$ cat src/rtl/core/msq_pkg.sv
// shared types, codes and song tables for the melody sequencer
package msq_pkg;

  localparam int SONG_COUNT = 4;
  localparam int MAX_NOTES  = 32;
  localparam int SONG_W     = 2;
  localparam int POS_W      = $clog2(MAX_NOTES);
  localparam int FREQ_W     = 10;
  localparam int LEN_W      = 11;
  localparam int SHIFT_W    = 3;

  // shared multiplier operand widths
  localparam int MUL_A_W = 17;
  localparam int MUL_B_W = 18;
  localparam int PROD_W  = MUL_A_W + MUL_B_W;

  // wait = floor(len*105/100), divide by 100 through 2^24 reciprocal
  localparam logic [MUL_B_W-1:0] WAIT_SCALE  = MUL_B_W'(105);
  localparam int                 RECIP_SHIFT = 24;
  localparam logic [MUL_B_W-1:0] RECIP_100   = MUL_B_W'((2**RECIP_SHIFT) / 100 + 1);

  localparam logic [10:0] FRAME_ID_CMD = 11'd1;

  localparam logic [7:0] CMD_LAMP_ON    = 8'd40;
  localparam logic [7:0] CMD_LAMP_OFF   = 8'd41;
  localparam logic [7:0] CMD_SONG_FIRST = 8'd60;
  localparam logic [7:0] CMD_SONG_LAST  = 8'd63;
  localparam logic [7:0] CMD_PAUSE      = 8'd66;
  localparam logic [7:0] CMD_STOP       = 8'd99;

  typedef enum logic [1:0] {
    ACT_NONE    = 2'd0,
    ACT_START   = 2'd1,
    ACT_SILENCE = 2'd2
  } tone_action_t;

  typedef enum logic [2:0] {
    ST_IDLE,
    ST_FETCH,
    ST_MUL1,
    ST_MUL2,
    ST_SCALE,
    ST_DONE
  } msq_state_t;

  // song length in elements
  localparam logic [POS_W-1:0] SONG_LEN [SONG_COUNT] = '{
    POS_W'(24), POS_W'(26), POS_W'(21), POS_W'(16)
  };

  // 100 * tempo in tenths, i.e. length of a whole note in ms
  localparam logic [LEN_W-1:0] TEMPO_X100 [SONG_COUNT] = '{
    LEN_W'(1000), LEN_W'(900), LEN_W'(1200), LEN_W'(800)
  };

  // note frequencies, 0 marks a rest
  localparam logic [FREQ_W-1:0] ROM_FREQ [SONG_COUNT][MAX_NOTES] = '{
    '{10'd277, 10'd554, 10'd415, 10'd370, 10'd370, 10'd415, 10'd698, 10'd415,
      10'd277, 10'd554, 10'd415, 10'd370, 10'd370, 10'd415, 10'd698, 10'd415,
      10'd247, 10'd554, 10'd415, 10'd370, 10'd370, 10'd415, 10'd698, 10'd415,
      10'd0,   10'd0,   10'd0,   10'd0,   10'd0,   10'd0,   10'd0,   10'd0},
    '{10'd740, 10'd740, 10'd587, 10'd494, 10'd0,   10'd494, 10'd0,   10'd659,
      10'd659, 10'd659, 10'd831, 10'd831, 10'd880, 10'd988, 10'd880, 10'd880,
      10'd880, 10'd659, 10'd587, 10'd740, 10'd740, 10'd740, 10'd659, 10'd659,
      10'd740, 10'd659, 10'd0,   10'd0,   10'd0,   10'd0,   10'd0,   10'd0},
    '{10'd311, 10'd330, 10'd0,   10'd370, 10'd392, 10'd0,   10'd311, 10'd330,
      10'd370, 10'd392, 10'd523, 10'd494, 10'd330, 10'd392, 10'd494, 10'd466,
      10'd440, 10'd392, 10'd330, 10'd294, 10'd330, 10'd0,   10'd0,   10'd0,
      10'd0,   10'd0,   10'd0,   10'd0,   10'd0,   10'd0,   10'd0,   10'd0},
    '{10'd131, 10'd131, 10'd156, 10'd131, 10'd196, 10'd185, 10'd175, 10'd156,
      10'd131, 10'd131, 10'd156, 10'd131, 10'd233, 10'd220, 10'd208, 10'd196,
      10'd0,   10'd0,   10'd0,   10'd0,   10'd0,   10'd0,   10'd0,   10'd0,
      10'd0,   10'd0,   10'd0,   10'd0,   10'd0,   10'd0,   10'd0,   10'd0}
  };

  // duration codes 1, 2, 4, 8, 16 stored as their log2
  localparam logic [SHIFT_W-1:0] ROM_SHIFT [SONG_COUNT][MAX_NOTES] = '{
    '{3'd3, 3'd3, 3'd3, 3'd3, 3'd3, 3'd3, 3'd3, 3'd3,
      3'd3, 3'd3, 3'd3, 3'd3, 3'd3, 3'd3, 3'd3, 3'd3,
      3'd3, 3'd3, 3'd3, 3'd3, 3'd3, 3'd3, 3'd3, 3'd3,
      3'd0, 3'd0, 3'd0, 3'd0, 3'd0, 3'd0, 3'd0, 3'd0},
    '{3'd3, 3'd3, 3'd3, 3'd3, 3'd3, 3'd3, 3'd3, 3'd3,
      3'd3, 3'd3, 3'd3, 3'd3, 3'd3, 3'd3, 3'd3, 3'd3,
      3'd3, 3'd3, 3'd3, 3'd3, 3'd3, 3'd3, 3'd3, 3'd3,
      3'd3, 3'd3, 3'd0, 3'd0, 3'd0, 3'd0, 3'd0, 3'd0},
    '{3'd3, 3'd2, 3'd3, 3'd3, 3'd2, 3'd3, 3'd3, 3'd3,
      3'd3, 3'd3, 3'd3, 3'd3, 3'd3, 3'd3, 3'd1, 3'd3,
      3'd3, 3'd3, 3'd3, 3'd3, 3'd0, 3'd0, 3'd0, 3'd0,
      3'd0, 3'd0, 3'd0, 3'd0, 3'd0, 3'd0, 3'd0, 3'd0},
    '{3'd3, 3'd3, 3'd3, 3'd3, 3'd4, 3'd4, 3'd4, 3'd4,
      3'd3, 3'd3, 3'd3, 3'd3, 3'd3, 3'd3, 3'd3, 3'd3,
      3'd0, 3'd0, 3'd0, 3'd0, 3'd0, 3'd0, 3'd0, 3'd0,
      3'd0, 3'd0, 3'd0, 3'd0, 3'd0, 3'd0, 3'd0, 3'd0}
  };

endpackage

$ cat src/rtl/core/command_driven_melody_sequencer.sv
// melody sequencer top level: command decode, note timing and result register
//
//  channel  direction  handshake              payload
//  in       to block   in_valid / in_stall    operation, frame_id, command_byte
//  out      from block out_valid / out_stall  tone_action, tone_frequency,
//                                             tone_length_ms, brake_light,
//                                             is_playing, is_paused
//
// one item at a time; in_stall is high from acceptance until the result is written
// commands and ticks that reach no note boundary go straight from idle to done, a rest or
// the wrap past the last element passes through fetch, a note through fetch, mul1, mul2, scale:
//   the note wait floor(len*105/100) runs twice through one shared 17x18 multiplier
// the result sits in an output register, so a new item is taken while it waits
// a stalled output holds the sequencer in its last state until the register frees
// rst is synchronous, clears all song state, lamp and output valid
module command_driven_melody_sequencer (
  input  logic        clk,
  input  logic        rst,
  input  logic        in_valid,
  output logic        in_stall,
  input  logic        operation,
  input  logic [10:0] frame_id,
  input  logic [7:0]  command_byte,
  output logic        out_valid,
  input  logic        out_stall,
  output logic [1:0]  tone_action,
  output logic [msq_pkg::FREQ_W-1:0] tone_frequency,
  output logic [msq_pkg::LEN_W-1:0]  tone_length_ms,
  output logic        brake_light,
  output logic        is_playing,
  output logic        is_paused
);
  import msq_pkg::*;

  msq_state_t state, state_next;

  // song state
  logic              lamp_on, lamp_on_next;
  logic              playing, playing_next;
  logic              paused, paused_next;
  logic [SONG_W-1:0] song_select, song_select_next;
  logic [POS_W-1:0]  note_position, note_position_next;
  logic [LEN_W-1:0]  wait_left, wait_left_next;

  // result under construction; res_len doubles as the note length operand
  tone_action_t      res_action, res_action_next;
  logic [FREQ_W-1:0] res_freq, res_freq_next;
  logic [LEN_W-1:0]  res_len, res_len_next;

  // shared multiplier
  logic [MUL_A_W-1:0] mul_a;
  logic [MUL_B_W-1:0] mul_b;
  logic [PROD_W-1:0]  mul_prod;
  logic [PROD_W-1:0]  product, product_next;

  // output register
  logic               out_valid_next;
  logic               out_load;

  logic               in_accept;
  logic [LEN_W-1:0]   wait_dec;
  logic [SONG_W-1:0]  cmd_song;
  logic [FREQ_W-1:0]  rom_freq;
  logic [LEN_W-1:0]   rom_dur;

  assign in_stall  = (state != ST_IDLE);
  assign in_accept = in_valid && !in_stall;

  // tick countdown, saturating at zero
  assign wait_dec = (wait_left != '0) ? wait_left - LEN_W'(1) : wait_left;

  assign cmd_song = SONG_W'(command_byte - CMD_SONG_FIRST);

  // element lookup; duration codes are powers of two, so the divide is a shift
  assign rom_freq = ROM_FREQ[song_select][note_position];
  assign rom_dur  = TEMPO_X100[song_select] >> ROM_SHIFT[song_select][note_position];

  assign mul_prod = {{(PROD_W-MUL_A_W){1'b0}}, mul_a} * {{(PROD_W-MUL_B_W){1'b0}}, mul_b};

  always_ff @(posedge clk) begin
    if (rst) begin
      state <= ST_IDLE;
    end else begin
      state <= state_next;
    end
  end

  always_comb begin
    state_next         = state;
    lamp_on_next       = lamp_on;
    playing_next       = playing;
    paused_next        = paused;
    song_select_next   = song_select;
    note_position_next = note_position;
    wait_left_next     = wait_left;
    res_action_next    = res_action;
    res_freq_next      = res_freq;
    res_len_next       = res_len;
    product_next       = product;
    mul_a              = '0;
    mul_b              = '0;
    out_load           = 1'b0;
    out_valid_next     = out_valid && out_stall;

    unique case (state)
      ST_IDLE: begin
        if (in_accept) begin
          res_action_next = ACT_NONE;
          res_freq_next   = '0;
          res_len_next    = '0;
          state_next      = ST_DONE;
          if (operation) begin
            // command frame, other identifiers are ignored
            if (frame_id == FRAME_ID_CMD) begin
              unique case (command_byte) inside
                CMD_LAMP_ON: lamp_on_next = 1'b1;
                CMD_LAMP_OFF: lamp_on_next = 1'b0;
                CMD_STOP: begin
                  playing_next    = 1'b0;
                  paused_next     = 1'b0;
                  res_action_next = ACT_SILENCE;
                end
                [CMD_SONG_FIRST:CMD_SONG_LAST]: begin
                  if (int'(cmd_song) < SONG_COUNT) begin
                    song_select_next   = cmd_song;
                    playing_next       = 1'b1;
                    paused_next        = 1'b0;
                    note_position_next = '0;
                    wait_left_next     = '0;
                    res_action_next    = ACT_SILENCE;
                  end
                end
                CMD_PAUSE: begin
                  if (playing) begin
                    paused_next = !paused;
                    if (!paused) begin
                      res_action_next = ACT_SILENCE;
                    end else begin
                      // resume acts on the next tick
                      wait_left_next = '0;
                    end
                  end
                end
                default: ;
              endcase
            end
          end else if (playing && !paused) begin
            wait_left_next = wait_dec;
            if (wait_dec == '0) begin
              state_next = ST_FETCH;
            end
          end
        end
      end
      ST_FETCH: begin
        if (note_position < SONG_LEN[song_select]) begin
          note_position_next = note_position + POS_W'(1);
          if (rom_freq == '0) begin
            res_action_next = ACT_SILENCE;
            wait_left_next  = rom_dur;
            state_next      = ST_DONE;
          end else begin
            res_action_next = ACT_START;
            res_freq_next   = rom_freq;
            res_len_next    = rom_dur;
            state_next      = ST_MUL1;
          end
        end else begin
          // past the last element, wrap silently
          note_position_next = '0;
          state_next         = ST_DONE;
        end
      end
      ST_MUL1: begin
        mul_a        = MUL_A_W'(res_len);
        mul_b        = WAIT_SCALE;
        product_next = mul_prod;
        state_next   = ST_MUL2;
      end
      ST_MUL2: begin
        mul_a        = product[MUL_A_W-1:0];
        mul_b        = RECIP_100;
        product_next = mul_prod;
        state_next   = ST_SCALE;
      end
      ST_SCALE: begin
        wait_left_next = product[RECIP_SHIFT +: LEN_W];
        state_next     = ST_DONE;
      end
      ST_DONE: begin
        if (!out_valid || !out_stall) begin
          out_load       = 1'b1;
          out_valid_next = 1'b1;
          state_next     = ST_IDLE;
        end
      end
      default: state_next = ST_IDLE;
    endcase
  end

  // control and song state
  always_ff @(posedge clk) begin
    if (rst) begin
      lamp_on       <= 1'b0;
      playing       <= 1'b0;
      paused        <= 1'b0;
      song_select   <= '0;
      note_position <= '0;
      wait_left     <= '0;
      out_valid     <= 1'b0;
    end else begin
      lamp_on       <= lamp_on_next;
      playing       <= playing_next;
      paused        <= paused_next;
      song_select   <= song_select_next;
      note_position <= note_position_next;
      wait_left     <= wait_left_next;
      out_valid     <= out_valid_next;
    end
  end

  // payload registers
  always_ff @(posedge clk) begin
    res_action <= res_action_next;
    res_freq   <= res_freq_next;
    res_len    <= res_len_next;
    product    <= product_next;
    if (out_load) begin
      tone_action    <= res_action;
      tone_frequency <= res_freq;
      tone_length_ms <= res_len;
      brake_light    <= lamp_on;
      is_playing     <= playing;
      is_paused      <= paused;
    end
  end

  // pause only exists inside an active song
  assert property (@(posedge clk) disable iff (rst) paused |-> playing)
    else $error("paused without an active song");

  // position never runs beyond the selected song
  assert property (@(posedge clk) disable iff (rst)
    note_position <= SONG_LEN[song_select])
    else $error("note position beyond song length");

  // a started tone always carries a pitch and a length
  assert property (@(posedge clk) disable iff (rst)
    out_valid && (tone_action == ACT_START) |-> (tone_frequency != '0) && (tone_length_ms != '0))
    else $error("tone start without frequency or length");

  // the multiplier chain ends with a wait at least as long as the tone
  assert property (@(posedge clk) disable iff (rst)
    (state == ST_SCALE) |=> (wait_left >= res_len))
    else $error("note wait shorter than note length");

endmodule
$ cat config.mk
export PLATFORM = sky130hd
export DESIGN_NAME = command_driven_melody_sequencer
export DESIGN_NICKNAME = d
export VERILOG_FILES = /design/src/rtl/core/msq_pkg.sv /design/src/rtl/core/command_driven_melody_sequencer.sv
export SDC_FILE = /design/constraint.sdc
export NUM_CORES = 1
export LEC_CHECK = 0
export ABC_AREA = 1
export BUFFER_PORTS_ARGS = -buffer_cell sky130_fd_sc_hd__buf_2
export CORE_UTILIZATION = 40
export DETAILED_ROUTE_END_ITERATION = 10
export HOLD_SLACK_MARGIN = 0.1
export PLACE_DENSITY = 0.58
export SLEW_MARGIN = 15
export SYNTH_ARGS = -nofsm -noshare
export SYNTH_HDL_FRONTEND = slang
export SYNTH_SLANG_ARGS = --single-unit
$ cat constraint.sdc
create_clock -name clk -period 18.24 [get_ports clk]
set_input_delay 0.912 -clock clk [delete_from_list [all_inputs] [get_ports clk]]
set_output_delay 0.912 -clock clk [all_outputs]
set_load 0.02 [all_outputs]
==> impl_metrics.csv <==
group,metric,value,unit
drt,drt_iter0_drc,912,
cts,cts_resized,0,
cells_and_area,seq_area,2810,um^2
critical_path,setup.worst_path.end_class,"flop",
drt,vias,10400,
global_routing,use_met3,1.72,%
timing,rsz0062_at_grt,"no",
yosys,yosys.area.top_type,"fa_1",
die,die_width,182,um
placed_design,gp_congestion,1.00,
yosys,synth_top_flop_cell,"edfxtp_1",
global_routing,grt_pass1_wl,56500,um
die,io_pins,52,
placed_design,dp_hpwl,28800,um
die,core,31600,um^2
timing,maxSlewHeadroom,35.3,%
power,p_per_area,109,nW/um^2
drt,viasPerCell,5.11,
yosys,seq_area_frac_synth,21.8,%
job,maxCapViolCount,0,
cts,numCtsBuffers,9,
drt,postRouteAntennaNets,0,
cts,cts_setup_buffers,0,
yosys,synth_area_leaders,"fa_1 20%, edfxtp_1 18%, ha_1 17%, inv_1 9.6%, nand2_1 8.2%",
critical_path,setup.worst_path.class,"flop to flop",
critical_path,worstPathMaxFanout,30,
timing,min_period,7.28,ns
global_routing,grt_pass1_vias,10500,
placed_design,portBuffers,51,
critical_path,critPathRequiredTime,18.34,ns
global_routing,antenna_found_initial,0,
yosys,synth-seq-cells,102,
die,die_h,182,um
timing,skew,0.00963,ns
die,rows,65,
global_routing,grt_max_degree,45,
global_routing,track_usage,21.9,%
critical_path,worstSetupStartpointType,"flop",
yosys,syn_area_per_cell,8.14,um^2
global_routing,grtUsageMet1,30.4,%
critical_path,slowest_stage,"fa_1",
global_routing,top_usage_layer,"met2",
timing,slew_viol_final,0,
timing,tns,0,ns
cts,cts.hold.buffers_added,0,
timing,hold_viol,0,
global_routing,grt_remaining_overflow,0,
timing,worst_slew_pin_slew,0.969,ns
cells_and_area,final_util,43.6,%
yosys,synthDistinctLibCells,49,
timing,max_freq,137,MHz
yosys,synth_edf_count,77,
cells_and_area,layout.nets,1955,
cells_and_area,syn_to_final_growth,7.03,%
die,die-area,33000,um^2
power,ir_drop,0.0000574,V
drt,first_pass_iters,6,
yosys,syn-instance-count,1585,
yosys,ys_async_sr_fraction,0,%
cts,insertion_delay,0.35,ns
critical_path,max_stage_delay,0.57,ns
drt,drc,0,
yosys,yosysMostFrequentCell,"inv_1",
cts,clk_path_buf_depth,2,
critical_path,crit_top_cell,"inv_1",
cts,cts_root_buffer,"clkbuf_16",
global_routing,grt_util_met2,36.8,%
drt,routed_wl,34700,um
cells_and_area,multiInputGateArea,8600,um^2
yosys,yosys.area.top_type_share,20.2,%
timing,min_period_over_period,39.9,%
cts,clk_pin_slew_worst_paths,0.07,ns
min_path,holdCritPathClass,"flop to flop",
critical_path,cp.arrival,7.39,ns
drt,wl_per_cell,17.1,um
yosys,synth_area,12900,um^2
timing,setup_viol,0,
yosys,ys_warn_count,0,
cells_and_area,drive_above_1_share,7.41,%
cells_and_area,fill_cells,3167,
cells_and_area,antennaDiodeCount,0,
run_status,status,"completed",
die,initial_core_util,40.8,%
yosys,ys_top_cells_by_count,"331 x inv_1, 283 x nand2_1, 173 x ha_1",
power,power_leakage,0.00741,uW
cts,cts_tree,"yes",
cts,clkSinkCount,102,
cts,htreeDepth,3,
-- routing by layer --
| layer | vias to the layer above | wire length [um] |
|---|---|---|
| met5 | - | 0 |
| met4 | 0 | 727 |
| met3 | 50 | 1390 |
| met2 | 285 | 16600 |
| met1 | 4967 | 16000 |
| li1 | 5105 | - |
-- path summary, 6_finish.rpt --
kind / startpoint / to / slack (ns) / cells after the start
worst max-delay path: state[2] / product[34] / 10.96 / 30
worst min-delay path: res_freq[3] / tone_frequency[3] / 0.42 / 0
worst max register to register: state[2] / product[34] / 10.96 / 30
worst min register to register: res_freq[3] / tone_frequency[3] / 0.42 / 0
-- per-stage QoR --
| step | setup slack, ns | cell area, um^2 | cells | total power (uW) | hold slack [ns] |
|---|---|---|---|---|---|
| after CTS | 11.01 | 13800 | 2035 | 1510 | 0.421 |
| final | 10.96 | 13800 | 2035 | 1500 | 0.421 |
| after floorplan | 10.82 | 12900 | 1589 | 1060 | 0.400 |
| after global placement | 11.18 | 13500 | 2019 | 1320 | 0.404 |
| after global routing | 10.42 | 13800 | 2035 | 1650 | 0.426 |
| after detailed placement | 11.00 | 13500 | 2019 | 1310 | 0.405 |
-- area by class of cell --
type | instances | share of cell area [%]
Timing Repair Buffer | 58 | 2.23
Sequential cell | 102 | 20.4
Tap cell | 402 | 3.64
Inverter | 346 | 9.44
Multi-Input combinational cell | 1111 | 62.3
Clock buffer | 9 | 1.63
Clock inverter | 7 | 0.344
-- critical path, delay by kind of cell, from the launching register on --
family	cells	cell delay, ns
adder cells (fa/ha/maj)	7	3.23
AND/OR/NAND/NOR	9	1.56
XOR/XNOR	1	0.14
AO/OA/AOI/OAI	4	0.76
flip-flops	1	0.37
buffers and inverters	9	0.93
-- logic make-up (layout without fill, tap and decap cells) --
| group | count (synthesis) | after routing | synth area share [%] |
|---|---|---|---|
| AOI/OAI and AO/OA | 172 | 172 | 7.44 |
| muxes | 1 | 1 | 0.0776 |
| buffers and inverters | 376 | 420 | 11.7 |
| adders and majority gates | 303 | 303 | 37.0 |
| and+or+nand+nor | 602 | 602 | 20.1 |
| DFF | 102 | 102 | 21.8 |
| xor gates and xnor gates | 27 | 27 | 1.83 |
| other | 2 | 6 | 0.0582 |
-- registers in the layout, summed over array words and instances, names as in the netlist, 2 cells and up --
signal,cells
tone_frequency,10
note_position,5
tone_length_ms,11
state,3
wait_left,11
song_select,2
product,28
res_freq,10
res_action,2
tone_action,2
res_len,11
-- power by group --
part	switching (uW)	internal [uW]
Combinational	612	311
Sequential	46.2	352
Clock	88.1	92.7
Total	746	755
-- cell usage in the layout, fill, tap and decap left out, types with 14 or more instances in the layout --
master and n:
edfxtp_1 77, nand4_1 14, nor2_1 139, ha_1 173, fa_1 130, inv_1 331, nand2_1 283, o21ai_0 44
dfxtp_1 25, buf_2 51, a21oi_1 83, nand3_1 109, xor2_1 20
Power figures use the tool's default switching activity.
